### src/hdl/chm_pkg.sv
package chm_pkg;

  localparam int BUCKETS = 64;
  localparam int ENTRIES = 256;
  localparam int BW      = $clog2(BUCKETS);
  localparam int EW      = $clog2(ENTRIES);
  localparam int CW      = $clog2(ENTRIES + 1);

  localparam logic [63:0] FNV_BASIS = 64'hcbf29ce484222325;
  localparam logic [63:0] FNV_PRIME = 64'h00000100000001b3;

  localparam logic [1:0] OP_INSERT = 2'd0;
  localparam logic [1:0] OP_LOOKUP = 2'd1;
  localparam logic [1:0] OP_REMOVE = 2'd2;
  localparam logic [1:0] OP_NOP    = 2'd3;

  localparam logic [2:0] ST_NEW     = 3'd0;
  localparam logic [2:0] ST_UPDATED = 3'd1;
  localparam logic [2:0] ST_FOUND   = 3'd2;
  localparam logic [2:0] ST_ABSENT  = 3'd3;
  localparam logic [2:0] ST_REMOVED = 3'd4;
  localparam logic [2:0] ST_FULL    = 3'd5;

  typedef struct packed {
    logic [1:0]    operation;
    logic [15:0]   key_x;
    logic [15:0]   key_y;
    logic [31:0]   value_in;
    logic [BW-1:0] bucket;
  } req_t;

  // low bits of the product depend only on low bits of the operands
  function automatic logic [BW-1:0] hash_round(input logic [BW-1:0] h, input logic [15:0] k);
    logic [2*BW-1:0] p;
    p = (h ^ k[BW-1:0]) * FNV_PRIME[BW-1:0];
    return p[BW-1:0];
  endfunction

endpackage

### src/hdl/chm_queue.sv
module chm_queue import chm_pkg::*; (
  input  logic clk,
  input  logic rst,
  input  logic push,
  input  req_t din,
  output logic full,
  input  logic pop,
  output req_t dout,
  output logic empty
);

  logic [1:0] cnt;
  req_t       slot0;
  req_t       slot1;
  logic       wr;
  logic       rd;

  assign full  = (cnt == 2'd2);
  assign empty = (cnt == 2'd0);
  assign dout  = slot0;
  assign wr    = push && !full;
  assign rd    = pop && !empty;

  always_ff @(posedge clk) begin
    if (rst) begin
      cnt <= 2'd0;
    end else begin
      cnt <= cnt + 2'(wr) - 2'(rd);
    end
    if (rd) begin
      slot0 <= (cnt == 2'd2) ? slot1 : din;
      if (wr && cnt == 2'd2) begin
        slot1 <= din;
      end
    end else if (wr) begin
      if (cnt == 2'd0) begin
        slot0 <= din;
      end else begin
        slot1 <= din;
      end
    end
  end

endmodule

### config.mk
export PLATFORM = sky130hd
export DESIGN_NAME = chm_queue
export DESIGN_NICKNAME = d
export VERILOG_FILES = /design/src/hdl/chm_pkg.sv /design/src/hdl/chm_queue.sv
export SDC_FILE = /design/constraint.sdc
export NUM_CORES = 1
export LEC_CHECK = 0
export BUFFER_PORTS_ARGS = -buffer_cell sky130_fd_sc_hd__buf_2
export CAP_MARGIN = 0
export CORE_ASPECT_RATIO = 0.6
export CORE_MARGIN = 1
export CORE_UTILIZATION = 47
export CTS_CLUSTER_SIZE = 20
export DETAILED_ROUTE_END_ITERATION = 12
export GPL_TIMING_DRIVEN = 1
export PLACE_DENSITY = 0.8
export SLEW_MARGIN = 20
export SYNTH_ARGS = -nofsm -noshare
export SYNTH_HDL_FRONTEND = slang
export SYNTH_SLANG_ARGS = --single-unit
### constraint.sdc
create_clock -name clk -period 3.8 [get_ports clk]
set_input_delay 0.57 -clock clk [delete_from_list [all_inputs] [get_ports clk]]
set_output_delay 0.57 -clock clk [all_outputs]
set_load 0.005 [all_outputs]
---- Word-level counts from Yosys, hierarchy flattened ----
Index checks and enable logic that the tools add are counted.
word-level totals
  bits in latches ......................... 0
  bits in writable memories ............... 0
  ROM bits ................................ 0
  bits in registers ....................... 146
  output and inout port bits .............. 74
  logic and storage cells ................. 34
  memories kept ........................... 0
cells by class
  shifts and indexed selects .............. 0
  div/mod/pow operators ................... 0
  muxes and demuxes ....................... 8
  add/sub/neg operators ................... 2
  eq/ne operators ......................... 3
  $mul .................................... 0
  reduce and logical (&&, ||, !) cells .... 10
  order comparisons ....................... 0
  bitwise operators ....................... 0
operators by type and width
  operator                                                                 number
  72-bit two-way mux                                                       8
  2-bit by 1-bit inequality test with 1-bit output, second input constant  2
  2-bit nonzero test                                                       2
  1-bit logical AND                                                        3
  3-bit AND reduction                                                      1
  2-bit by 1-bit adder with 2-bit output                                   1
  2-bit == test, second input constant                                     1
  1-bit zero test                                                          2
  2-bit zero test                                                          1
  2-bit AND reduction                                                      1
  2-bit by 1-bit subtractor with 2-bit output                              1

---- Logic depth before layout (Yosys ltp) ----
  depth in word-level cells ............... 6
  depth in mapped cells ................... 6

---- Least setup slack after synthesis ----
No wires, ideal clock.
  path type ............................... input port to flip-flop
  start ................................... input port push
  end ..................................... register slot1[0] in the netlist's numbering (enable)
  stages on the path ...................... 2
  data arrival time ....................... 3,631 ps
  path buffers ............................ 0
  path slack .............................. -333 ps
  data required time ...................... 3,298 ps
  cell sequence ........................... nand2_1 -> nor2_1
between the ends
  longest elaborated chain between the ends .. 4
RTL lines
  item                                                               line             text
  start: declaration                                                 chm_queue.sv:4   input logic push,
  1-bit logical AND (*)                                              chm_queue.sv:21  assign wr = push && !full;
  1-bit logical AND                                                  chm_queue.sv:32  if (wr && cnt == 2'd2) begin
  2-bit by 1-bit inequality test with 1-bit output (no source line)  n/a
  3-bit AND reduction (no source line) (*)                           n/a
  end signal: assignment                                             chm_queue.sv:33  slot1 <= din;
  end signal: assignment                                             chm_queue.sv:39  slot1 <= din;
  end: declaration                                                   chm_queue.sv:14  req_t slot1;
Every way passes the cells marked *; elsewhere a longest branch is shown, timed or not.
A chain may end at the register's enable or synchronous reset.

---- Final worst setup path ----
  start ................................... register cnt[0]
  end ..................................... register slot0 (netlist bit dout[71]) (data pin)
between the ends
  longest elaborated chain between the ends .. 4
RTL lines
  item                      line             text
  start: declaration        chm_queue.sv:12  logic [1:0] cnt;
  start signal: assignment  chm_queue.sv:28  cnt <= cnt + 2'(wr) - 2'(rd);
  2-bit zero test           chm_queue.sv:19  assign empty = (cnt == 2'd0);
  1-bit zero test           chm_queue.sv:22  assign rd = pop && !empty;
  1-bit logical AND         chm_queue.sv:22
  72-bit two-way mux (*)    chm_queue.sv:30  if (rd) begin
  end signal: assignment    chm_queue.sv:31  slot0 <= (cnt == 2'd2) ? slot1 : din;
  end signal: assignment    chm_queue.sv:37  slot0 <= din;
  end: declaration          chm_queue.sv:13  req_t slot0;
Marks and branches as above.

==> reports/summary.json <==
{
  "synth.top_cells.by_count": {"value": "144 x sky130_fd_sc_hd__edfxtp_1, 70 x sky130_fd_sc_hd__mux2_4, 7 x sky130_fd_sc_hd__buf_6"},
  "worstHoldEndpoint": {"value": "slot1[14]$_DFFE_PP_"},
  "timing.final.ws_setup": {"value": 1.66, "unit": "ns"},
  "die-height": {"value": 87.0, "unit": "um"},
  "finClkSkew": {"value": 0.00857, "unit": "ns"},
  "grt_antenna_before_repair": {"value": 1},
  "status": {"value": "finished clean"},
  "rsz_0062_raised_after_global_routing": {"value": "no"},
  "firstDrtPassIters": {"value": 4},
  "cts_setup_buffers": {"value": 0},
  "synthTopCellsByArea": {"value": "sky130_fd_sc_hd__edfxtp_1 76%, sky130_fd_sc_hd__mux2_4 19%, sky130_fd_sc_hd__buf_6 1.4%"},
  "pin_count": {"value": 150},
  "post-route-min-period": {"value": 2.14, "unit": "ns"},
  "slowest_stage": {"value": "sky130_fd_sc_hd__nand2_4"},
  "detail_route.wirelength.met1": {"value": 4730, "unit": "um"},
  "setup-violations-final": {"value": 0},
  "clk_path_buf_depth": {"value": 2},
  "multi_input_area": {"value": 1220, "unit": "um^2"},
  "power.total": {"value": 4.16, "unit": "mW"},
  "postSynth.asyncResetShare": {"value": 0, "unit": "%"},
  "tightestPinTransition": {"value": 0.993, "unit": "ns"},
  "reg2reg_setup_slack": {"value": 1.66, "unit": "ns"},
  "initial_core_util": {"value": 49.1, "unit": "%"},
  "report.final.hold_viol_count": {"value": 0},
  "path_max_fanout": {"value": 38},
  "cts_hold_repair.buffers": {"value": 0},
  "post-synth-top-count-cell": {"value": "sky130_fd_sc_hd__edfxtp_1"},
  "post_cts_resized": {"value": 0},
  "tritoncts": {"value": "done"},
  "drive_above_1_share": {"value": 61.9, "unit": "%"},
  "areaGrowthSynthToFinish": {"value": 26.5, "unit": "%"},
  "chipWidth": {"value": 144, "unit": "um"},
  "netlist_area": {"value": 5650, "unit": "um^2"},
  "post-route-cell-area": {"value": 7150, "unit": "um^2"},
  "register_area": {"value": 4360, "unit": "um^2"},
  "edff_count_synth": {"value": 144},
  "start_kind": {"value": "register"},
  "postRouteAntennaNets": {"value": 0},
  "route.vias.total": {"value": 2791},
  "routed-wl-met2": {"value": 4290, "unit": "um"},
  "ys_dominant_reg_cell": {"value": "sky130_fd_sc_hd__edfxtp_1"},
  "hold_path_startpoint": {"value": "din[14]"},
  "relSlewSlack": {"value": 33.8, "unit": "%"},
  "timing.critical_path.slowest_cell_delay": {"value": 0.54, "unit": "ns"},
  "required": {"value": 3.96, "unit": "ns"},
  "post_synth.cell_area_avg": {"value": 23.3, "unit": "um^2"},
  "arrival": {"value": 2.29, "unit": "ns"},
  "final_nets": {"value": 484},
  "crit_path_kind": {"value": "register to register"},
  "power.leakage": {"value": 3.00, "unit": "nW"},
  "power_density": {"value": 582, "unit": "nW/um^2"},
  "routed-wl-met3": {"value": 899, "unit": "um"},
  "grt_pass1_wl": {"value": 15100, "unit": "um"},
  "pre_cts_ws": {"value": 1.48, "unit": "ns"},
  "clockRootBuffer": {"value": "sky130_fd_sc_hd__clkbuf_16"},
  "die_area": {"value": 12500, "unit": "um^2"},
  "final-max-slew-violation-count": {"value": 0},
  "track_usage": {"value": 16.8, "unit": "%"},
  "pin_count_of_the_biggest_net_entering_global_routing": {"value": 73},
  "synth_cell_type_count": {"value": 16},
  "hold_path.class": {"value": "primary input to register"},
  "timing.hold.worst_path_depth": {"value": 1},
  "cell_area_after_placement": {"value": 6570, "unit": "um^2"},
  "drcViolationCount": {"value": 0},
  "grt_pass1_vias": {"value": 2793},
  "route.detailed.vias_per_inst": {"value": 4.81},
  "synth_top_cell_area_share": {"value": 76.5, "unit": "%"},
  "row_count": {"value": 30},
  "syn_inst": {"value": 243},
  "overflow": {"value": 0},
  "maxCapViolCount": {"value": 0},
  "detail_route.wirelength": {"value": 10000, "unit": "um"},
  "placeableCoreArea": {"value": 11500, "unit": "um^2"},
  "cts.htree.levels": {"value": 4},
  "antenna-diode-count": {"value": 0},
  "r2r_start": {"value": "cnt[0]$_SDFF_PP0_"},
  "cts_buffers": {"value": 17},
  "insertion_delay": {"value": 0.41, "unit": "ns"},
  "ir_drop": {"value": 0.299, "unit": "mV"},
  "routed_wire_length_per_instance": {"value": 17.3, "unit": "um"},
  "fillerInstances": {"value": 837},
  "synth_largest_area_cell": {"value": "sky130_fd_sc_hd__edfxtp_1"},
  "yosys_warnings": {"value": 0},
  "buffer_ports.inserted": {"value": 149},
  "r2r-end": {"value": "dout[71]$_DFFE_PP_"},
  "yosys_register_bits": {"value": 146},
  "ys_seq_area_share": {"value": 77.2, "unit": "%"},
  "worst_setup_hold_path_clk_slew": {"value": 0.06, "unit": "ns"},
  "drt_iter0_drc": {"value": 159},
  "postLayoutCoreUtil": {"value": 62.1, "unit": "%"},
  "critical_path.cell_chain": {"value": "nor2b_4, nand2_4, buf_12, mux2_2"},
  "timing.setup.tns": {"value": 0, "unit": "ns"},
  "min_period_over_period": {"value": 56.2, "unit": "%"},
  "mappedNetlistNets": {"value": 320},
  "maxClockFrequency": {"value": 468, "unit": "MHz"},
  "tritoncts_num_sinks": {"value": 146},
  "critPathCaptureType": {"value": "register"},
  "worst_r2r_path_depth": {"value": 4},
  "top_signal_layer_used": {"value": "met4"},
  "gp_congestion": {"value": 0.742}
}
[worst max-delay path: cells and delay by family, from the launching register on]
kind	cells	cell delay (ns)
muxes	1	0.37
DFF	1	0.49
buffers and inverters	1	0.34
and+or+nand+nor	2	0.63
[metal layers]
metal	track usage, %	up-vias
li1	-	1296
met1	22.9	1362
met2	23.7	121
met3	6.93	12
met4	6.96	0
met5	0	-
[cell families (layout without fill, tap and decap cells)]
kind of cell / after synthesis / count (layout) / share of synthesized area, %
DFF: 146 / 146 / 77.2
buffers and inverters: 7 / 184 / 1.39
AOI/OAI and AO/OA: 4 / 4 / 0.487
adders and majority gates: 1 / 1 / 0.221
muxes: 74 / 74 / 19.4
and+or+nand+nor: 11 / 11 / 1.33
[state kept, by name (all words and copies together) (netlist names)]
name	flops
slot1	72
dout	72
cnt	2
[cells in the final DEF (no fill, tap or decap)]
cell	instances
sky130_fd_sc_hd__buf_2	149
sky130_fd_sc_hd__edfxtp_1	144
sky130_fd_sc_hd__mux2_4	71
sky130_fd_sc_hd__clkbuf_16	17
sky130_fd_sc_hd__inv_6	4
sky130_fd_sc_hd__mux2_2	3
sky130_fd_sc_hd__nor2b_1	3
sky130_fd_sc_hd__clkinvlp_4	3
sky130_fd_sc_hd__nor2_1	2
sky130_fd_sc_hd__a21oi_1	2
sky130_fd_sc_hd__bufinv_16	2
sky130_fd_sc_hd__clkinv_4	2
sky130_fd_sc_hd__dfxtp_1	2
sky130_fd_sc_hd__buf_4	2
sky130_fd_sc_hd__nor2b_4	1
sky130_fd_sc_hd__nand2_4	1
sky130_fd_sc_hd__nand2_1	1
sky130_fd_sc_hd__nor2_4	1
sky130_fd_sc_hd__a21bo_2	1
sky130_fd_sc_hd__nand2b_1	1
sky130_fd_sc_hd__a211oi_1	1
sky130_fd_sc_hd__nor4bb_1	1
sky130_fd_sc_hd__ha_1	1
sky130_fd_sc_hd__clkbuf_1	1
sky130_fd_sc_hd__inv_8	1
sky130_fd_sc_hd__clkinv_2	1
sky130_fd_sc_hd__clkinv_1	1
sky130_fd_sc_hd__buf_12	1
[power by group]
| part | internal (mW) | switching [mW] | total [mW] | leakage [nW] |
|---|---|---|---|---|
| Sequential | 2.00 | 0.0536 | 2.05 | 1.37 |
| Clock | 0.978 | 0.666 | 1.64 | 0.277 |
| Combinational | 0.233 | 0.235 | 0.468 | 1.35 |
[worst max path at each step]
stage                            from                 end  depth (start not counted)
finish              cnt[0]$_SDFF_PP0_  dout[71]$_DFFE_PP_                          4
global route        cnt[0]$_SDFF_PP0_  dout[71]$_DFFE_PP_                          4
CTS                 cnt[0]$_SDFF_PP0_  dout[71]$_DFFE_PP_                          4
detailed placement                pop  dout[71]$_DFFE_PP_                          4
global placement                  pop  dout[71]$_DFFE_PP_                          4
floorplan                        push  slot1[0]$_DFFE_PP_                          2
[stage by stage]
stage          hold WS [ns]  cells
2_1_floorplan         0.525    243
3_3_place_gp          0.530    548
3_5_place_dp          0.533    548
4_1_cts               0.340    580
5_1_grt               0.333    580
6_report              0.349    580
[layout make-up]
type,count,area share (%)
tap,160,2.80
timing repair buffer,152,10.9
clock inverter,14,2.17
multi-input combinational,90,17.1
clock buffer,18,6.00
sequential,146,61.0
No activity file was read; power rests on OpenSTA's default activity.
