--- src/hdl/chm_pkg.sv ---
package chm_pkg;

  localparam int BUCKETS = 64;
  localparam int ENTRIES = 256;
  localparam int BW      = $clog2(BUCKETS);
  localparam int EW      = $clog2(ENTRIES);
  localparam int CW      = $clog2(ENTRIES + 1);

  localparam logic [63:0] FNV_BASIS = 64'hcbf29ce484222325;
  localparam logic [63:0] FNV_PRIME = 64'h00000100000001b3;

  localparam logic [1:0] OP_INSERT = 2'd0;
  localparam logic [1:0] OP_LOOKUP = 2'd1;
  localparam logic [1:0] OP_REMOVE = 2'd2;
  localparam logic [1:0] OP_NOP    = 2'd3;

  localparam logic [2:0] ST_NEW     = 3'd0;
  localparam logic [2:0] ST_UPDATED = 3'd1;
  localparam logic [2:0] ST_FOUND   = 3'd2;
  localparam logic [2:0] ST_ABSENT  = 3'd3;
  localparam logic [2:0] ST_REMOVED = 3'd4;
  localparam logic [2:0] ST_FULL    = 3'd5;

  typedef struct packed {
    logic [1:0]    operation;
    logic [15:0]   key_x;
    logic [15:0]   key_y;
    logic [31:0]   value_in;
    logic [BW-1:0] bucket;
  } req_t;

  // low bits of the product depend only on low bits of the operands
  function automatic logic [BW-1:0] hash_round(input logic [BW-1:0] h, input logic [15:0] k);
    logic [2*BW-1:0] p;
    p = (h ^ k[BW-1:0]) * FNV_PRIME[BW-1:0];
    return p[BW-1:0];
  endfunction

endpackage

--- src/hdl/chm_front.sv ---
module chm_front import chm_pkg::*; (
  input  logic        clk,
  input  logic        rst,
  input  logic        push,
  output logic        full,
  input  logic [1:0]  operation,
  input  logic [15:0] key_x,
  input  logic [15:0] key_y,
  input  logic [31:0] value_in,
  output logic        q_push,
  output req_t        q_data,
  input  logic        q_full
);

  logic          busy;
  logic [BW-1:0] h1;
  req_t          req;

  assign full   = busy;
  assign q_push = busy && !q_full;

  always_comb begin
    q_data        = req;
    q_data.bucket = hash_round(h1, req.key_y);
  end

  always_ff @(posedge clk) begin
    if (rst) begin
      busy <= 1'b0;
    end else if (push && !busy) begin
      busy <= 1'b1;
    end else if (q_push) begin
      busy <= 1'b0;
    end
    if (push && !busy) begin
      req.operation <= operation;
      req.key_x     <= key_x;
      req.key_y     <= key_y;
      req.value_in  <= value_in;
      req.bucket    <= '0;
      h1            <= hash_round(FNV_BASIS[BW-1:0], key_x);
    end
  end

endmodule

--- config.mk ---
export PLATFORM = sky130hd
export DESIGN_NAME = chm_front
export DESIGN_NICKNAME = d
export VERILOG_FILES = /design/src/hdl/chm_pkg.sv /design/src/hdl/chm_front.sv
export SDC_FILE = /design/constraint.sdc
export NUM_CORES = 1
export LEC_CHECK = 0
export BUFFER_PORTS_ARGS = -buffer_cell sky130_fd_sc_hd__buf_4
export CAP_MARGIN = 10
export CELL_PAD_IN_SITES_DETAIL_PLACEMENT = 1
export CELL_PAD_IN_SITES_GLOBAL_PLACEMENT = 1
export CORE_ASPECT_RATIO = 0.5
export CORE_UTILIZATION = 35
export DETAILED_ROUTE_END_ITERATION = 10
export PLACE_DENSITY = 0.83
export SYNTH_ARGS = -nofsm -noshare
export SYNTH_HDL_FRONTEND = slang
export SYNTH_SLANG_ARGS = --single-unit
--- constraint.sdc ---
create_clock -name clk -period 5.9 [get_ports clk]
set_input_delay 1.18 -clock clk [delete_from_list [all_inputs] [get_ports clk]]
set_output_delay 1.18 -clock clk [all_outputs]
set_load 0.02 [all_outputs]
**Yosys cells after proc, flatten, opt, wreduce, memory -nomap -nowiden**

Index checks and enable logic that the tools add are counted.

- Latch bits: 0
- Output and inout bits: 74
- Bits in read-only memories: 0
- Logic and storage cells: 17
- Register bits after elaboration: 73
- Memory bits (writable): 0
- Memories: 0

- Shifts and indexed selects: 0
- $mul: 2
- Bitwise gates (word level): 2
- Magnitude comparators: 0
- Mux-type cells: 2
- Reduce and logical (&&, ||, !) cells: 5
- Eq/ne operators: 0
- Div/mod/pow operators: 0
- Add/subtract/negate cells: 0

Operator list:

| operator | count |
|---|---|
| 6-bit by 5-bit multiplier with 6-bit output (second input constant) | 2 |
| 6-bit XOR | 1 |
| 3-bit NOT | 1 |
| 1-bit logical AND | 2 |
| 1-bit zero test | 2 |
| 1-bit 2-to-1 mux | 2 |
| 2-bit nonzero test | 1 |

**Depth between registers and ports, before layout**

Gate-level depths: netlist (run 1).

- Word-level depth: 4
- Mapped depth: 9
- Depth with buffers taken out: 9

**Worst setup path after synthesis (run 1)**

OpenSTA, ideal clock, no wires.

- Kind: input port to flip-flop
- Start point: in push
- End point: reg h1[0] (enable)
- Cell stages on the path: 1
- Arrival: 4.367 ns
- Slack: 1.022 ns
- Data required time: 5.389 ns
- Cell sequence: nor2b_1

- Word-level cells in the longest chain between the ends: 1

Ends and longest elaborated chain:

| what | RTL line | source |
|---|---|---|
| from (decl) | chm_front.sv:4 | `input logic push,` |
| 1-bit logical AND | chm_front.sv:35 | `if (push && !busy) begin` |
| to (signal assigned) | chm_front.sv:41 | `h1 <= hash_round(FNV_BASIS[BW-1:0], key_x);` |
| to (decl) | chm_front.sv:16 | `logic [BW-1:0] h1;` |

No other way between the ends.
A chain may end at the register's enable or synchronous reset.

==> results of run 1 <==
-- routing by layer --
layer  up-vias  share of wire, %  global-route usage [%]
met2        55                55                    32.4
met1       857                37                    18.5
met3        19               4.7                    7.71
li1        779                 -                       -
met4         0               3.2                    10.2
met5         -                 0                       0
-- power by group through the flow --
stage                     sequential (W)  clock [W]  combinational [W]
after floorplan                 0.000676          0           0.000137
after global placement          0.000636          0           0.000311
after detailed placement        0.000639          0           0.000319
after CTS                       0.000629   0.000528           0.000326
after global routing            0.000632   0.000546           0.000344
final                           0.000629   0.000514           0.000319
-- cell usage in the layout, fill, tap and decap left out --
cell	count
edfxtp_1	72
xnor2_1	8
nor2b_1	1
nor2_1	1
nor2b_4	1
fa_1	2
clkbuf_1	1
bufinv_16	1
a21oi_1	1
inv_1	10
buf_4	144
ha_1	18
clkinv_1	5
xor2_1	11
clkbuf_16	9
xnor3_1	1
dfxtp_1	1
-- final timing paths --
| path | start | to | slack [ns] |
|---|---|---|---|
| setup / recovery | q_data[41] | q_data[5] | 1.77 |
| setup reg to reg | full | q_data[12] | 3.84 |
| hold / removal | full | full | 0.58 |
| hold reg to reg | full | full | 0.58 |
-- critical path, delay by kind of cell, from the launching register on --
family | cells | cell delay, ns
buffers and inverters | 2 | 0.21
adders and majority gates | 4 | 1.27
xor gates and xnor gates | 4 | 0.70
DFF | 1 | 0.44
-- cell families after synthesis --
family	after synthesis	synth area share, %
flops	73	81.0
buf+inv	10	1.39
xor+xnor	20	7.01
simple gates	3	0.603
compound gates	1	0.186
fa+ha+maj	20	9.84
-- metrics by stage --
stage                     utilization, %  area [um^2]
after floorplan                        -         2700
after global placement              52.9         3900
after detailed placement            52.9         3900
after CTS                           56.7         4180
after global routing                56.7         4180
final                               56.7         4180
-- registers in the layout (all words and copies together), names as in the netlist --
| signal | flops |
|---|---|
| q_data | 66 |
| full | 1 |
| h1 | 6 |
-- layout make-up --
cell class                 count  area (um^2)
clock buffer                  10          229
clock inverter                 6         48.8
tap                           96          120
sequential                    73         2180
fill                         728         3200
inverter                      10         37.5
multi-input combinational     44          483
timing repair buffer         144         1080
==> flow_summary.ini, run 1 <==
[power]
seqPwrFrac_pct = 43.0
comb_power_share_pct = 21.8
p_total_w = 0.00146
pwr-share-clk_pct = 35.2
power.density_nw_per_um2 = 350
power_leakage_nw = 1.81
p_sw_share_pct = 25.7
ir_worst_vdd_uv = 198
power.internal_w = 0.00109
switchingPower_w = 0.000376

[floorplan]
placementRows = 22
core_area_um2 = 7380
io_pins = 144
die_w_um = 126
initial_core_util_pct = 36.5
die_h_um = 64.1
dieArea_um2 = 8080

[cts]
clk_pin_slew_ns = 0.06
cts_hold_buf = 0
cts_made_buffers = 9
cts_resized = 0
cts_tree = built
htreeDepth = 3
clockRootBuffer = clkbuf_16
clk_latency_ns = 0.33
cts.sinks = 73
cts_max_path_buffers = 2
post_cts_buffers = 0

[timing]
min_period_ns = 4.13
skew_ns = 0.00414
holdWs_ns = 0.584
period_share_pct = 70.1
worst_pin_slew_ns = 0.898
fmax_mhz = 242
slew_headroom_pct = 40.0
rsz0062_at_grt = false
drv_slew = 0
setup_viol = 0
setup_slack_ns = 1.77
hold_violations = 0
finalSetupTns_ns = 0

[synth]
ys_seq_elements = 73
synth_edf_count = 72
ys.flop_type = edfxtp_1
syn_area_um2 = 2700
avgSynthCellArea_um2 = 21.2
synthTopCellsByCount = edfxtp_1, ha_1, xor2_1
netlist.top_cell.by_area = edfxtp_1
yosys-top-cells-area = edfxtp_1, ha_1, xor2_1, xnor2_1, fa_1
syn_inst = 127
ys_async_sr_fraction_pct = 0
synthDominantCellAreaShare_pct = 80.2
synth.distinct_cells = 11
yosysSeqAreaShare_pct = 81.0
yosys_warnings = 0
syn_nets = 217
synth_most_common_cell = edfxtp_1

[worst_setup_path]
start_kind = flip-flop
worst-r2r-cell-count = 2
worstPathCellList = xor2_1, ha_1, ha_1, ha_1, inv_1, fa_1, xor2_1, xnor2_1, xnor2_1, buf_4
crit_top_cell = ha_1
endpoint_kind = output pin
crit_slowest_cell = edfxtp_1
cp_max_fo = 3
cp.required_ns = 4.72
worst_ep_arrival_time_ns = 2.95
crit_type = flip-flop to output pin
slowest_delay_ns = 0.44

[flow_run]
drv_cap = 0

[finish]
syn2layout_area_growth_pct = 55.2
insertedDiodeCount = 0
drive_gt1_share_pct = 54.0
nNetsFinal = 372
instances_no_fill = 383

[run_status]
status = completed

[place]
hpwl_um = 5030
dp_cells = 367
routabilityCongestion = 0.671
preCtsSetupSlack_ns = 2.10
port_buffers = 143

[drt]
via_count = 1710
first_iter_violations = 52
avgRoutedWirePerCell_um = 18.1
route.detailed.drc = 0
wl_um = 6920
vias_per_cell = 4.46
firstDrtPassIters = 4
antenna_left = 0

[grt]
grt_max_degree = 43
antenna_found_initial = 0
first_global_vias = 1867
grt_pass1_wl_um = 10100
grtUsageTotal_pct = 18.3
overflow = 0

[min_path]
min-delay-path-class = flip-flop to flip-flop
hold_depth = 2
Power figures use the tool's default switching activity.
==> run 2, diff against run 1 <==
==> constraint.sdc (replaced) <==
create_clock -name clk -period 4 [get_ports clk]
set_input_delay 0.8 -clock clk [delete_from_list [all_inputs] [get_ports clk]]
set_output_delay 0.8 -clock clk [all_outputs]
set_load 0.02 [all_outputs]
==> run 2 against run 1 <==
Net effect:
- setup slack lost 1.5 ns
- clock power grew 46%
- count of clock-buffer cells in the layout is the same
- global-route usage shrank 1.5 points
- final area is essentially flat
- worst hold slack lost 0.0051 ns
- critical path type unchanged
- register-to-register slack lost 1.4 ns
- via count shrank 3.3%
- flip-flop and latch count is the same
- total power grew 47%
- non-clock buffer count is the same
==> flow_summary.ini, run 2 (synthesized netlist as in run 1, its figures left out) <==
[cts]
clk_latency_ns = 0.33
post_cts_buffers = 0
cts_tree = built
clockRootBuffer = clkbuf_16
cts_hold_buf = 0
cts_made_buffers = 9
htreeDepth = 3
cts.sinks = 73
clk_pin_slew_ns = 0.05
cts_resized = 0
cts_max_path_buffers = 2

[grt]
first_global_vias = 1751
busiest_layer = met2
use_met1_pct = 17.4
grt_pass1_wl_um = 9470
met3_usage_pct = 6.11
overflow = 0
grtUsageTotal_pct = 16.8
grtUsageMet2_pct = 31.9
antenna_found_initial = 0
grt_max_degree = 74

[drt]
firstDrtPassIters = 4
vias_per_cell = 4.33
first_iter_violations = 63
route.detailed.drc = 0
via_count = 1654
avgRoutedWirePerCell_um = 17.4
wl_um = 6640
antenna_left = 0

[worst_setup_path]
path_buf_inv = 2
crit_slowest_cell = edfxtp_1
worst-r2r-cell-count = 2
crit_top_cell = ha_1
worst_ep_arrival_time_ns = 2.93
crit_family = adder cells
cp.depth = 10
endpoint_kind = output pin
slowest_delay_ns = 0.42
worstPathCellList = xor2_1, ha_1, ha_1, ha_1, inv_1, fa_1, xor2_1, xnor2_1, xnor2_1, buf_4
cp.required_ns = 3.20
crit_type = flip-flop to output pin
start_kind = flip-flop
cp_max_fo = 2

[floorplan]
initial_core_util_pct = 36.5
die_h_um = 64.1
core_area_um2 = 7380
placementRows = 22
io_pins = 144
dieArea_um2 = 8080
die_w_um = 126

[finish]
drive_gt1_share_pct = 54.9
fin_util_pct = 56.7
instances_no_fill = 382
insertedDiodeCount = 0
nNetsFinal = 372
syn2layout_area_growth_pct = 55.1
layout_common_cells = buf_4, edfxtp_1, ha_1
final_common_cell = buf_4
largest_reg_flops = 66

[min_path]
min-delay-path-class = flip-flop to flip-flop
hold_depth = 2

[timing]
hold_violations = 0
slew_headroom_pct = 37.9
drv_slew = 0
min_period_ns = 3.73
period_share_pct = 93.2
rsz0062_at_grt = false
skew_ns = 0.00604
holdWs_ns = 0.579
finalSetupTns_ns = 0
worst_pin_slew_ns = 0.932
setup_slack_ns = 0.273
fmax_mhz = 268
setup_viol = 0

[place]
hpwl_um = 4770
routabilityCongestion = 0.675
port_buffers = 143
preCtsSetupSlack_ns = 0.582
dp_cells = 367

[power]
power.density_nw_per_um2 = 513
ir_worst_vdd_uv = 265
power_leakage_nw = 1.81

[flow_run]
drv_cap = 0

[run_status]
status = completed
## run 2: path summary, 6_finish.rpt
path	start	end	slack [ns]
worst max-delay path	q_data[42]	q_data[5]	0.27
worst min-delay path	full	full	0.58
worst max register to register	full	q_data[58]	2.40
worst min register to register	full	full	0.58
## run 2: metrics by stage
stage / area, um^2 / power, W
final: 4180 / 0.00214
after global routing: 4180 / 0.00223
after CTS: 4180 / 0.00218
after detailed placement: 3900 / 0.00141
after global placement: 3900 / 0.00140
after floorplan: 2700 / 0.00120
## run 2: routing by layer
metal | share of wire (%) | vias up | routed length (um)
li1 | - | 776 | -
met1 | 37 | 832 | 2450
met2 | 58 | 37 | 3870
met3 | 3.6 | 9 | 239
met4 | 1.1 | 0 | 75
met5 | 0 | - | 0
## run 2: worst register-to-register path, stage by stage, from the launching register on
cell	delay [ns]
dfxtp_1	0.35
nor2b_4	0.11
buf_4	0.71
## run 2: layout make-up
| cell class | instances | area [um^2] |
|---|---|---|
| flip-flops and latches | 73 | 2180 |
| inverters | 10 | 37.5 |
| clock inverters | 5 | 47.5 |
| clock buffers | 10 | 229 |
| fillers | 710 | 3200 |
| repair buffers | 144 | 1080 |
| multi-input cells | 44 | 483 |
| well taps | 96 | 120 |
## run 2: report_power, final
group / internal (W) / switching, W / leakage (nW)
Combinational: 0.000221 / 0.000241 / 0.975
Clock: 0.000472 / 0.000281 / 0.137
Sequential: 0.000907 / 0.0000201 / 0.700
==> run 3, diff against run 2 <==
--- a/config.mk
+++ b/config.mk
@@ -5,7 +5,7 @@
 export SDC_FILE = /design/constraint.sdc
 export NUM_CORES = 1
 export LEC_CHECK = 0
-export BUFFER_PORTS_ARGS = -buffer_cell sky130_fd_sc_hd__buf_4
+export BUFFER_PORTS_ARGS = -buffer_cell sky130_fd_sc_hd__clkbuf_2
 export CAP_MARGIN = 10
 export CELL_PAD_IN_SITES_DETAIL_PLACEMENT = 1
 export CELL_PAD_IN_SITES_GLOBAL_PLACEMENT = 1
==> run 3 against run 2 <==
Net effect:
- routed wire length shrank 4.5%
- total power shrank 2.0%
- critical path depth is the same
- flip-flop and latch count is the same
- critical path type unchanged
- critical endpoint unchanged
- highest routed layer unchanged
==> flow_summary.ini, run 3 (synthesized netlist as in run 1, its figures left out) <==
[run_status]
status = completed

[grt]
grtUsageTotal_pct = 16.6
grt_max_degree = 74
antenna_found_initial = 0
overflow = 0
grt_pass1_wl_um = 9530
first_global_vias = 1927

[worst_setup_path]
worstPathCellList = xor2_1, ha_1, ha_1, ha_1, inv_1, fa_1, xor2_1, xnor2_1, xnor2_1, clkbuf_2
reg2reg_from = full
worst_ep_arrival_time_ns = 2.98
slowest_delay_ns = 0.43
cp_max_fo = 2
crit_top_cell = ha_1
endpoint_kind = output pin
crit_slowest_cell = fa_1
cp.required_ns = 3.20
start_kind = flip-flop
crit_type = flip-flop to output pin
startpoint = q_data[42]

[power]
power_leakage_nw = 1.73
ir_worst_vdd_uv = 260
power.density_nw_per_um2 = 548

[timing]
min_period_ns = 3.78
hold_violations = 0
setup_viol = 0
skew_ns = 0.00330
fmax_mhz = 265
worst_pin_slew_ns = 0.899
rsz0062_at_grt = false
slew_headroom_pct = 40.1
period_share_pct = 94.4
finalSetupTns_ns = 0
drv_slew = 0

[drt]
vias_per_cell = 4.33
avgRoutedWirePerCell_um = 16.6
route.detailed.drc = 0
firstDrtPassIters = 4
via_count = 1660
antenna_left = 0
first_iter_violations = 44
wl_um = 6340

[floorplan]
die_w_um = 126
placementRows = 22
initial_core_util_pct = 36.5
dieArea_um2 = 8080
io_pins = 144
core_area_um2 = 7380
die_h_um = 64.1

[place]
port_buffers = 143
dp_cells = 367
hpwl_um = 4970
routabilityCongestion = 0.657

[cts]
post_cts_buffers = 0
cts_max_path_buffers = 2
clk_pin_slew_ns = 0.05
cts.sinks = 73
cts_hold_buf = 0
htreeDepth = 3
cts_resized = 0
cts_made_buffers = 9
clockRootBuffer = clkbuf_16
clk_latency_ns = 0.33
cts_tree = built

[min_path]
hold_start = rst
min-delay-path-class = input port to flip-flop

[finish]
layout_common_cells = clkbuf_2, edfxtp_1, ha_1
final_common_cell = clkbuf_2
drive_gt1_share_pct = 55.1
largest_reg_flops = 66
insertedDiodeCount = 0
instances_no_fill = 383
syn2layout_area_growth_pct = 42.3
nNetsFinal = 372

[flow_run]
drv_cap = 0
run 3: changes by cell type in the layout (fill, tap and decap cells not counted):
| cell | delta |
|---|---|
| buf_4 | -143 |
| clkbuf_2 | +143 |
| clkbuf_1 | +2 |
| clkinv_1 | -2 |
| clkbuf_8 | +1 |
run 3: worst paths after layout:
check / slack (ns) / to / cells after the start
setup / recovery: 0.22 / q_data[5] / 10
hold / removal: 0.64 / full / 2
setup reg to reg: 2.42 / q_data[48] / 2
hold reg to reg: 0.65 / full / 2
run 3: metal layers:
layer  GRT usage, %  share of wire [%]  up-vias
met4           6.33                1.1        0
met2           33.7                 60       37
met5              0                  0        -
li1               -                  -      778
met3           5.36                3.7        9
met1           15.5                 35      836
run 3: worst max-delay path: cells and delay by family, from the launching register on:
family	cells	cell delay, ns
DFF	1	0.40
xor gates and xnor gates	4	0.71
adders and majority gates	4	1.28
buffers and inverters	2	0.25
run 3: cell type report:
class                      count  area (um^2)
clock buffer                  13          250
clock inverter                 3         40.0
fill                         786         3540
inverter                      10         37.5
multi-input combinational     44          483
sequential                    73         2180
tap                           96          120
timing repair buffer         144          723
run 3: power breakdown:
| part | switching, W | internal (W) |
|---|---|---|
| clock | 0.000275 | 0.000498 |
| sequential | 0.0000204 | 0.000907 |
| combinational | 0.000243 | 0.000158 |
| total | 0.000538 | 0.00156 |
run 3: through the flow:
stage | hold WS, ns | cell area [um^2] | power (W) | util (%) | setup slack [ns]
5_1_grt | 0.631 | 3840 | 0.00218 | 52.0 | 0.0867
2_1_floorplan | 0.606 | 2700 | 0.00120 | - | 0.482
3_3_place_gp | 0.546 | 3550 | 0.00133 | 48.1 | 0.622
4_1_cts | 0.628 | 3840 | 0.00214 | 52.0 | 0.157
3_5_place_dp | 0.645 | 3550 | 0.00136 | 48.1 | 0.525
6_report | 0.643 | 3840 | 0.00210 | 52.0 | 0.223
